[src/sv/wavhp_pkg.sv]
// Shared types and constants of the RIFF/WAVE header parser.
// No dependencies; used by every module of the block.
`default_nettype none

package wavhp_pkg;

  // Default number of leading file bytes that are parsed
  localparam int unsigned HEAD_BYTES_DEF = 4096;

  // Fixed layout of a RIFF/WAVE file
  localparam int unsigned MIN_BYTES   = 44;
  localparam int unsigned FIRST_CHUNK = 12;
  localparam int unsigned FMT_BYTES   = 16;
  localparam int unsigned RIFF_POS    = 3;
  localparam int unsigned WAVE_POS    = 11;
  localparam int unsigned HDR_LAST    = 7;

  localparam logic [31:0] TAG_RIFF = 32'h5249_4646;
  localparam logic [31:0] TAG_WAVE = 32'h5741_5645;
  localparam logic [31:0] TAG_FMT  = 32'h666D_7420;
  localparam logic [31:0] TAG_DATA = 32'h6461_7461;

  // Chunk walk position width (never moves backward)
  localparam int unsigned NCS_W = 34;

  // Frame count divider
  localparam int unsigned DIV_STEPS = 32;
  localparam int unsigned DIV_CNT_W = $clog2(DIV_STEPS);
  localparam int unsigned BPF_W     = 29;

  // Result status codes
  localparam logic [1:0] STATUS_OK      = 2'd0;
  localparam logic [1:0] STATUS_SHORT   = 2'd1;
  localparam logic [1:0] STATUS_FOREIGN = 2'd2;
  localparam logic [1:0] STATUS_NO_FMT  = 2'd3;

  typedef enum logic [1:0] {
    ST_PARSE,
    ST_MUL,
    ST_DIV,
    ST_LOAD
  } ctrl_state_t;

  // Controller to datapath
  typedef struct packed {
    logic step;      // item accepted: shift in the byte
    logic mul;       // form bytes per frame, arm the divider
    logic div_step;  // one quotient bit
    logic finish;    // load the result and clear for the next file
  } dp_cmd_t;

  // Datapath to controller
  typedef struct packed {
    logic div_last;
  } dp_sts_t;

endpackage

`default_nettype wire

[src/sv/wavhp_ctrl.sv]
// Controller of the RIFF/WAVE header parser: sequencing and handshakes.
// Depends on wavhp_pkg.
`default_nettype none

module wavhp_ctrl (
  input  wire                  clk,
  input  wire                  rst_n,
  input  wire                  in_valid,
  input  wire                  in_end_of_file,
  output logic                 in_ready,
  input  wire                  out_ready,
  output logic                 out_valid,
  output wavhp_pkg::dp_cmd_t   cmd,
  input  wavhp_pkg::dp_sts_t   sts
);

  wavhp_pkg::ctrl_state_t state_r, state_nxt;
  logic out_valid_r, out_valid_nxt;
  logic accept;
  logic out_free;

  assign in_ready  = (state_r == wavhp_pkg::ST_PARSE);
  assign accept    = in_valid && in_ready;
  assign out_free  = !out_valid_r || out_ready;
  assign out_valid = out_valid_r;

  // Next state
  always_comb begin
    state_nxt = state_r;
    case (state_r)
      wavhp_pkg::ST_PARSE: begin
        if (accept && in_end_of_file) state_nxt = wavhp_pkg::ST_MUL;
      end
      wavhp_pkg::ST_MUL: begin
        state_nxt = wavhp_pkg::ST_DIV;
      end
      wavhp_pkg::ST_DIV: begin
        if (sts.div_last) state_nxt = wavhp_pkg::ST_LOAD;
      end
      wavhp_pkg::ST_LOAD: begin
        if (out_free) state_nxt = wavhp_pkg::ST_PARSE;
      end
      default: state_nxt = wavhp_pkg::ST_PARSE;
    endcase
  end

  // Commands
  always_comb begin
    cmd = '0;
    case (state_r)
      wavhp_pkg::ST_PARSE: cmd.step     = accept;
      wavhp_pkg::ST_MUL:   cmd.mul      = 1'b1;
      wavhp_pkg::ST_DIV:   cmd.div_step = 1'b1;
      wavhp_pkg::ST_LOAD:  cmd.finish   = out_free;
      default:             cmd          = '0;
    endcase
  end

  // Output register occupancy
  always_comb begin
    out_valid_nxt = out_valid_r;
    if (cmd.finish)     out_valid_nxt = 1'b1;
    else if (out_ready) out_valid_nxt = 1'b0;
  end

  always_ff @(posedge clk) begin
    if (!rst_n) begin
      state_r     <= wavhp_pkg::ST_PARSE;
      out_valid_r <= 1'b0;
    end else begin
      state_r     <= state_nxt;
      out_valid_r <= out_valid_nxt;
    end
  end

endmodule

`default_nettype wire

[src/sv/wavhp_dp.sv]
// Datapath of the RIFF/WAVE header parser: byte window, chunk walk,
// fmt capture, bytes-per-frame multiply, serial divider and result register.
// Depends on wavhp_pkg.
`default_nettype none

module wavhp_dp #(
  parameter int unsigned HEAD_BYTES = wavhp_pkg::HEAD_BYTES_DEF
) (
  input  wire                  clk,
  input  wire                  rst_n,
  input  wavhp_pkg::dp_cmd_t   cmd,
  output wavhp_pkg::dp_sts_t   sts,
  input  wire  [7:0]           in_file_byte,
  output logic [1:0]           out_status,
  output logic                 out_readable,
  output logic [15:0]          out_channel_count,
  output logic signed [31:0]   out_sample_rate,
  output logic [15:0]          out_sample_bits,
  output logic [31:0]          out_frame_count,
  output logic                 out_frames_valid
);

  localparam int unsigned BPW   = $clog2(HEAD_BYTES + 1);
  localparam int unsigned NCS_W = wavhp_pkg::NCS_W;
  localparam int unsigned BPF_W = wavhp_pkg::BPF_W;
  localparam int unsigned WIN_W = 8 * wavhp_pkg::FMT_BYTES;

  // Parse state
  logic [BPW-1:0]    bp_r, bp_nxt;
  logic [NCS_W-1:0]  ncs_r, ncs_nxt;
  logic [WIN_W-1:0]  win_r, win_nxt;
  logic [15:0]       due_r, due_nxt;
  logic              tags_ok_r, tags_ok_nxt;
  logic [15:0]       kept_ch_r, kept_ch_nxt;
  logic [31:0]       kept_rate_r, kept_rate_nxt;
  logic [15:0]       kept_bits_r, kept_bits_nxt;
  logic              data_seen_r, data_seen_nxt;
  logic [31:0]       data_size_r, data_size_nxt;
  logic              stopped_r, stopped_nxt;

  // Divider
  logic [BPF_W-1:0]              bpf_r;
  logic [31:0]                   quo_r, quo_nxt;
  logic [BPF_W-1:0]              rem_r, rem_nxt;
  logic [wavhp_pkg::DIV_CNT_W-1:0] cnt_r;
  logic [BPF_W:0]                rem_try;
  logic                          rem_ge;

  // Step signals
  logic [WIN_W-1:0]  win_sh;
  logic              in_head;
  logic              hdr_hit;
  logic [31:0]       chunk_id;
  logic [31:0]       chunk_size;
  logic              is_fmt;
  logic              is_data;

  // Result
  logic              res_short;
  logic              res_readable;
  logic              res_frames_ok;

  assign in_head    = (bp_r < BPW'(HEAD_BYTES));
  assign win_sh     = {win_r[WIN_W-9:0], in_file_byte};
  assign chunk_id   = win_sh[63:32];
  assign chunk_size = {win_sh[7:0], win_sh[15:8], win_sh[23:16], win_sh[31:24]};
  assign is_fmt     = (chunk_id == wavhp_pkg::TAG_FMT);
  assign is_data    = (chunk_id == wavhp_pkg::TAG_DATA);
  assign hdr_hit    = !stopped_r &&
                      ((NCS_W + 1)'(bp_r) ==
                       ({1'b0, ncs_r} + (NCS_W + 1)'(wavhp_pkg::HDR_LAST)));

  // Parse one byte, or clear for the next file
  always_comb begin
    bp_nxt        = bp_r;
    ncs_nxt       = ncs_r;
    win_nxt       = win_r;
    due_nxt       = due_r;
    tags_ok_nxt   = tags_ok_r;
    kept_ch_nxt   = kept_ch_r;
    kept_rate_nxt = kept_rate_r;
    kept_bits_nxt = kept_bits_r;
    data_seen_nxt = data_seen_r;
    data_size_nxt = data_size_r;
    stopped_nxt   = stopped_r;
    if (cmd.finish) begin
      bp_nxt        = '0;
      ncs_nxt       = NCS_W'(wavhp_pkg::FIRST_CHUNK);
      due_nxt       = '0;
      tags_ok_nxt   = 1'b1;
      kept_ch_nxt   = '0;
      kept_rate_nxt = '0;
      kept_bits_nxt = '0;
      data_seen_nxt = 1'b0;
      data_size_nxt = '0;
      stopped_nxt   = 1'b0;
    end else if (cmd.step && in_head) begin
      win_nxt = win_sh;
      bp_nxt  = bp_r + 1'b1;
      // Complete a capture whose 16 bytes are now all in the window
      if (due_r[0]) begin
        kept_ch_nxt   = {win_sh[103:96], win_sh[111:104]};
        kept_rate_nxt = {win_sh[71:64], win_sh[79:72], win_sh[87:80], win_sh[95:88]};
        kept_bits_nxt = {win_sh[7:0], win_sh[15:8]};
      end
      due_nxt = {1'b0, due_r[15:1]};
      // Check the file tags
      if (bp_r == BPW'(wavhp_pkg::RIFF_POS) && win_sh[31:0] != wavhp_pkg::TAG_RIFF)
        tags_ok_nxt = 1'b0;
      if (bp_r == BPW'(wavhp_pkg::WAVE_POS) && win_sh[31:0] != wavhp_pkg::TAG_WAVE)
        tags_ok_nxt = 1'b0;
      // Chunk header complete: act on its id and advance the walk
      if (hdr_hit) begin
        if (is_fmt) due_nxt[15] = 1'b1;
        if (is_data) begin
          data_seen_nxt = 1'b1;
          data_size_nxt = chunk_size;
          stopped_nxt   = 1'b1;
        end else begin
          ncs_nxt = ncs_r + NCS_W'(8) + NCS_W'(chunk_size) + NCS_W'(chunk_size[0]);
          if (chunk_size == 32'd0) stopped_nxt = 1'b1;
        end
      end
    end
  end

  // Restoring divider step
  assign rem_try = {rem_r, quo_r[31]};
  assign rem_ge  = (rem_try >= {1'b0, bpf_r});

  always_comb begin
    quo_nxt = quo_r;
    rem_nxt = rem_r;
    if (cmd.mul) begin
      quo_nxt = data_size_r;
      rem_nxt = '0;
    end else if (cmd.div_step) begin
      quo_nxt = {quo_r[30:0], rem_ge};
      rem_nxt = rem_ge ? BPF_W'(rem_try - {1'b0, bpf_r}) : rem_try[BPF_W-1:0];
    end
  end

  assign sts.div_last = (cnt_r == {wavhp_pkg::DIV_CNT_W{1'b1}});

  // Result fields
  assign res_short     = (bp_r < BPW'(wavhp_pkg::MIN_BYTES));
  assign res_readable  = (kept_ch_r != 16'd0) && (kept_rate_r != 32'd0) &&
                         !kept_rate_r[31];
  assign res_frames_ok = data_seen_r && (bpf_r != '0);

  // Parse state registers
  always_ff @(posedge clk) begin
    if (!rst_n) begin
      bp_r        <= '0;
      ncs_r       <= NCS_W'(wavhp_pkg::FIRST_CHUNK);
      due_r       <= '0;
      tags_ok_r   <= 1'b1;
      kept_ch_r   <= '0;
      kept_rate_r <= '0;
      kept_bits_r <= '0;
      data_seen_r <= 1'b0;
      data_size_r <= '0;
      stopped_r   <= 1'b0;
      cnt_r       <= '0;
    end else begin
      bp_r        <= bp_nxt;
      ncs_r       <= ncs_nxt;
      due_r       <= due_nxt;
      tags_ok_r   <= tags_ok_nxt;
      kept_ch_r   <= kept_ch_nxt;
      kept_rate_r <= kept_rate_nxt;
      kept_bits_r <= kept_bits_nxt;
      data_seen_r <= data_seen_nxt;
      data_size_r <= data_size_nxt;
      stopped_r   <= stopped_nxt;
      if (cmd.mul)           cnt_r <= '0;
      else if (cmd.div_step) cnt_r <= cnt_r + 1'b1;
    end
  end

  // Window, multiplier and divider payload
  always_ff @(posedge clk) begin
    win_r <= win_nxt;
    quo_r <= quo_nxt;
    rem_r <= rem_nxt;
    if (cmd.mul) bpf_r <= BPF_W'(kept_ch_r) * BPF_W'(kept_bits_r[15:3]);
  end

  // Result register
  always_ff @(posedge clk) begin
    if (cmd.finish) begin
      out_readable      <= 1'b0;
      out_channel_count <= '0;
      out_sample_rate   <= '0;
      out_sample_bits   <= '0;
      out_frame_count   <= '0;
      out_frames_valid  <= 1'b0;
      if (res_short) begin
        out_status <= wavhp_pkg::STATUS_SHORT;
      end else if (!tags_ok_r) begin
        out_status <= wavhp_pkg::STATUS_FOREIGN;
      end else begin
        out_status        <= res_readable ? wavhp_pkg::STATUS_OK : wavhp_pkg::STATUS_NO_FMT;
        out_readable      <= res_readable;
        out_channel_count <= kept_ch_r;
        out_sample_rate   <= kept_rate_r;
        out_sample_bits   <= kept_bits_r;
        out_frame_count   <= res_frames_ok ? quo_r : 32'd0;
        out_frames_valid  <= res_frames_ok;
      end
    end
  end

endmodule

`default_nettype wire

[src/sv/wav_header_chunk_parser_top.sv]
// RIFF/WAVE header parser top level: controller plus datapath.
// Depends on wavhp_pkg, wavhp_ctrl and wavhp_dp.
//
// Feed the file one byte per item, in file order, with in_end_of_file set on
// the final byte. Bytes are taken one per clock while in_ready is high; only
// the first HEAD_BYTES are parsed, later ones are accepted and ignored until
// the last byte. After the last byte the block forms the frame count (a
// multiply, then a one-bit-per-cycle divider, then a load that waits for a
// free output register) with in_ready low, then places one result item in
// the output register; the next file may start streaming while that result
// waits to be taken.
`default_nettype none

module wav_header_chunk_parser_top #(
  parameter int unsigned HEAD_BYTES = wavhp_pkg::HEAD_BYTES_DEF
) (
  input  wire                 clk,
  input  wire                 rst_n,
  input  wire                 in_valid,
  output logic                in_ready,
  input  wire  [7:0]          in_file_byte,
  input  wire                 in_end_of_file,
  output logic                out_valid,
  input  wire                 out_ready,
  output logic [1:0]          out_status,
  output logic                out_readable,
  output logic [15:0]         out_channel_count,
  output logic signed [31:0]  out_sample_rate,
  output logic [15:0]         out_sample_bits,
  output logic [31:0]         out_frame_count,
  output logic                out_frames_valid
);

  wavhp_pkg::dp_cmd_t cmd;
  wavhp_pkg::dp_sts_t sts;

  wavhp_ctrl u_ctrl (
    .clk            (clk),
    .rst_n          (rst_n),
    .in_valid       (in_valid),
    .in_end_of_file (in_end_of_file),
    .in_ready       (in_ready),
    .out_ready      (out_ready),
    .out_valid      (out_valid),
    .cmd            (cmd),
    .sts            (sts)
  );

  wavhp_dp #(
    .HEAD_BYTES (HEAD_BYTES)
  ) u_dp (
    .clk               (clk),
    .rst_n             (rst_n),
    .cmd               (cmd),
    .sts               (sts),
    .in_file_byte      (in_file_byte),
    .out_status        (out_status),
    .out_readable      (out_readable),
    .out_channel_count (out_channel_count),
    .out_sample_rate   (out_sample_rate),
    .out_sample_bits   (out_sample_bits),
    .out_frame_count   (out_frame_count),
    .out_frames_valid  (out_frames_valid)
  );

endmodule

`default_nettype wire

[config.mk]
export PLATFORM = sky130hd
export DESIGN_NAME = wav_header_chunk_parser_top
export DESIGN_NICKNAME = d
export VERILOG_FILES = /design/src/sv/wavhp_pkg.sv /design/src/sv/wavhp_ctrl.sv /design/src/sv/wavhp_dp.sv /design/src/sv/wav_header_chunk_parser_top.sv
export SDC_FILE = /design/constraint.sdc
export NUM_CORES = 1
export LEC_CHECK = 0
export BUFFER_PORTS_ARGS = -buffer_cell sky130_fd_sc_hd__buf_2
export CAP_MARGIN = 25
export CORE_MARGIN = 8
export CORE_UTILIZATION = 25
export DETAILED_ROUTE_END_ITERATION = 8
export RECOVER_POWER = 50
export SYNTH_ARGS = -nofsm -noshare
export SYNTH_HDL_FRONTEND = slang
export SYNTH_HIERARCHICAL = 1
export SYNTH_SLANG_ARGS = --single-unit
[constraint.sdc]
create_clock -name clk -period 6.2 [get_ports clk]
set_input_delay 0.93 -clock clk [delete_from_list [all_inputs] [get_ports clk]]
set_output_delay 0.93 -clock clk [all_outputs]
set_load 0.005 [all_outputs]
==> flow_summary.ini <==
[sta]
finalSetupViolations = 0
final-hold-violation-count = 0
rsz0062_at_grt = no
finalMaxSlewViolations = 258
worst_slew_pin_slew_ps = 2980
fmax_ghz = 0.169
finalClockSkew_ps = 32.4
layout_setup_ws_ps = 296
slew_headroom = -0.989
post-route-period-util = 0.952
min_period_ps = 5900
tns_ps = 0

[yosys]
synth_nets = 3050
syn_avg_cell_area_um2 = 10.2
synth_enable_flop_cells = 265
yosysTopAreaCell = edfxtp_1
synth_cell_type_count = 82
ys_ff_latch = 463
synthCells = 2707
syn_area_um2 = 27700
async_reset_ff_frac = 0
yosysTopAreaCellShare = 0.287
synth_area_leaders = edfxtp_1, dfxtp_1, fa_1
yosysWarnings = 6
yosysSeqAreaShare = 0.430
ys.flop_type = edfxtp_1

[place]
gp_congestion = 0.863
dp_hpwl_um = 54600
dp_cells = 4255
detailedPlace.worstSlack_ps = 2.34
port_buffers = 114

[pwr]
p_per_area_nw_per_um2 = 291
leakagePower_nw = 12.7
peakVddDrop_mv = 0.224

[setup_path]
crit_family = adder cells
crit_cells = 22
reg2reg_depth = 22
r2r_start = u_dp/kept_bits_r[6]$_SDFFE_PP0P_
crit_buf_inv = 5
crit_required_ps = 6540
rrSetupSlack_ps = 300
cp_slowest_stage_delay_ps = 600
startpoint = u_dp/kept_bits_r[6]$_SDFFE_PP0P_
crit_path_start_kind = flop
cp-endpoint = u_dp/bpf_r[27]$_DFFE_PP_
r2r_end = u_dp/bpf_r[27]$_DFFE_PP_
worstPathMaxFanout = 6
cpMostUsedCell = fa_1
cp-end-kind = flop
cp_slowest_cell = or4b_4
crit_chain = and2_1 > fa_1 > inv_1 > fa_1 > inv_1 > fa_1 > fa_1 > inv_1 > fa_1 > inv_1 > ha_1 > o21a_1 > o21ai_0 > or4b_4 > a31oi_4 > nor3_2 > o31ai_1 > buf_4 > nand2b_1 > nand4_1 > a21oi_1 > xnor2_1
cp.arrival_ps = 6240
critPathKind = flop to flop

[hold_path]
hp-class = flop to flop
min_path_cells = 0

[floorplanning]
start_util = 0.251
core_um2 = 110000
rows = 122
ios = 115
die_height_um = 349
die_area_um2 = 122000
fp.dieW_um = 349

[route]
initialDrtViolationCount = 1447
vias_per_cell = 4.54
vias = 19752
dr_wl_met2_um = 32500
drcViolationCount = 0
dr.pass1.iters = 5
top_layer_used = met5
wire_per_inst_um = 17.1
wl_met1_um = 35200
routed_wl_um = 74200
drtAntennaViolNets = 0
dr_wl_met3_um = 5050

[global_route]
grt_usage = 0.118
grt_pass1_wl_um = 114000
grt_pass1_vias = 19425
overflow = 0
antenna_found_initial = 5
grt_start_max_net_pins = 104

[flow_run]
max_cap_viol_count = 4

[clock_network]
htree_num_levels = 2
cts_buffers = 48
clock-root-buffer = clkbuf_16
postCtsHoldBufs = 0
cts.sinks = 463
clock_latency_ps = 610
clk_pin_slew_ps = 60
cts_tree = yes
cts_buffer_depth = 3

[final_layout]
syn2layout_area_growth_pct = 14.1
drive_gt1_frac = 0.0801
stdcell_count = 4348
final_cell_mix = nand2_1, inv_1, edfxtp_1
layout_commonest_cell = nand2_1
layout.nets = 3161
fillers = 11541

[run_status]
violations = max-capacitance violations, max-slew violations
outcome = complete, but fails checks
[where the power goes]
group	internal, W	switching, W	leakage, nW
Clock	0.00158	0.00128	0.750
Sequential	0.00399	0.000410	3.98
Combinational	0.000719	0.00123	7.93
Total	0.00628	0.00291	12.7
[synthesized netlist by cell type (21+ instances only)]
cell type and number:
o21ai_0 48, nor2_1 152, nand2_1 352, clkbuf_1 98
edfxtp_1 265, dfxtp_1 198, a21o_1 29, nor3_1 26
xor2_1 42, mux2_2 33, inv_1 289, ha_1 173
and2_1 143, fa_1 157, xnor2_1 66, a21oi_1 167
a211oi_1 26, mux2i_1 60, and3_1 75, nand3_1 41
nor4_1 39, nand4_1 21
[flip-flops by register name (all words and copies together), names as in the netlist, 5 cells and up]
name	cells
u_dp/win_r	104
u_dp/ncs_r	33
u_dp/data_size_r	32
u_dp/kept_rate_r	32
u_dp/out_frame_count	32
u_dp/out_sample_rate	32
u_dp/quo_r	32
u_dp/bpf_r	29
u_dp/rem_r	29
u_dp/due_r	16
u_dp/kept_bits_r	16
u_dp/kept_ch_r	16
u_dp/out_channel_count	16
u_dp/out_sample_bits	16
u_dp/bp_r	13
u_dp/cnt_r	5
[cell type report]
cell class	instances	area [µm²]	area share
diodes	2	5.00	0.000158
inverters	289	1080	0.0343
repair buffers	179	942	0.0298
multi-input cells	1837	14200	0.451
well taps	1488	1860	0.0589
clock buffers	68	1390	0.0440
clock inverters	22	145	0.00459
flip-flops and latches	463	11900	0.378
[kinds of logic after synthesis]
kind of cell / synth area share
adders and majority gates: 0.192
and+or+nand+nor: 0.163
muxes: 0.0351
AOI/OAI and AO/OA: 0.0883
xor gates and xnor gates: 0.0341
buffers and inverters: 0.0579
DFF: 0.430
[layer usage]
| layer | vias to the layer above | global-route usage |
|---|---|---|
| met5 | - | 0 |
| met4 | 2 | 0.0263 |
| met3 | 92 | 0.0238 |
| met2 | 528 | 0.182 |
| met1 | 9684 | 0.170 |
| li1 | 9446 | - |
[worst register-to-register path, cell delays in order, from the launching register on]
cell      delay, ps
dfxtp_1         370
and2_1          180
fa_1            530
inv_1            50
fa_1            530
inv_1            50
fa_1            480
fa_1            500
inv_1            60
fa_1            530
inv_1            40
ha_1            360
o21a_1          170
o21ai_0         130
or4b_4          600
a31oi_4         200
nor3_2           80
o31ai_1         270
buf_4           170
nand2b_1         50
nand4_1          90
a21oi_1          80
xnor2_1         120
[worst min-delay path by stage]
stage	from	endpoint
after global placement	u_dp/win_r[37]$_DFFE_PP_	u_dp/win_r[45]$_DFFE_PP_
after floorplan	u_dp/win_r[47]$_DFFE_PP_	u_dp/win_r[55]$_DFFE_PP_
after detailed placement	u_dp/win_r[47]$_DFFE_PP_	u_dp/win_r[55]$_DFFE_PP_
final	u_dp/win_r[41]$_DFFE_PP_	u_dp/win_r[49]$_DFFE_PP_
after CTS	u_dp/win_r[47]$_DFFE_PP_	u_dp/win_r[55]$_DFFE_PP_
after global routing	u_dp/win_r[41]$_DFFE_PP_	u_dp/win_r[49]$_DFFE_PP_
[repair_timing]
| item | 4_1_cts | 5_1_grt |
|---|---|---|
| gates cloned | 0 | 0 |
| pin swaps | 0 | 3 |
| resized for setup | 1 | 16 |
| hold endpoints to repair | 0 | 0 |
| endpoints found under the setup margin | 1 | 5 |
| setup buffers | 0 | 1 |
[per-stage QoR]
step	util	hold WS, ps	power, W	area [µm²]
after floorplan	-	417	0.00566	27700
after global placement	0.273	424	0.00641	30200
after detailed placement	0.273	425	0.00642	30200
after CTS	0.287	442	0.00930	31700
after global routing	0.286	450	0.00965	31600
final	0.286	441	0.00919	31600
No activity file was read; power rests on OpenSTA's default activity.
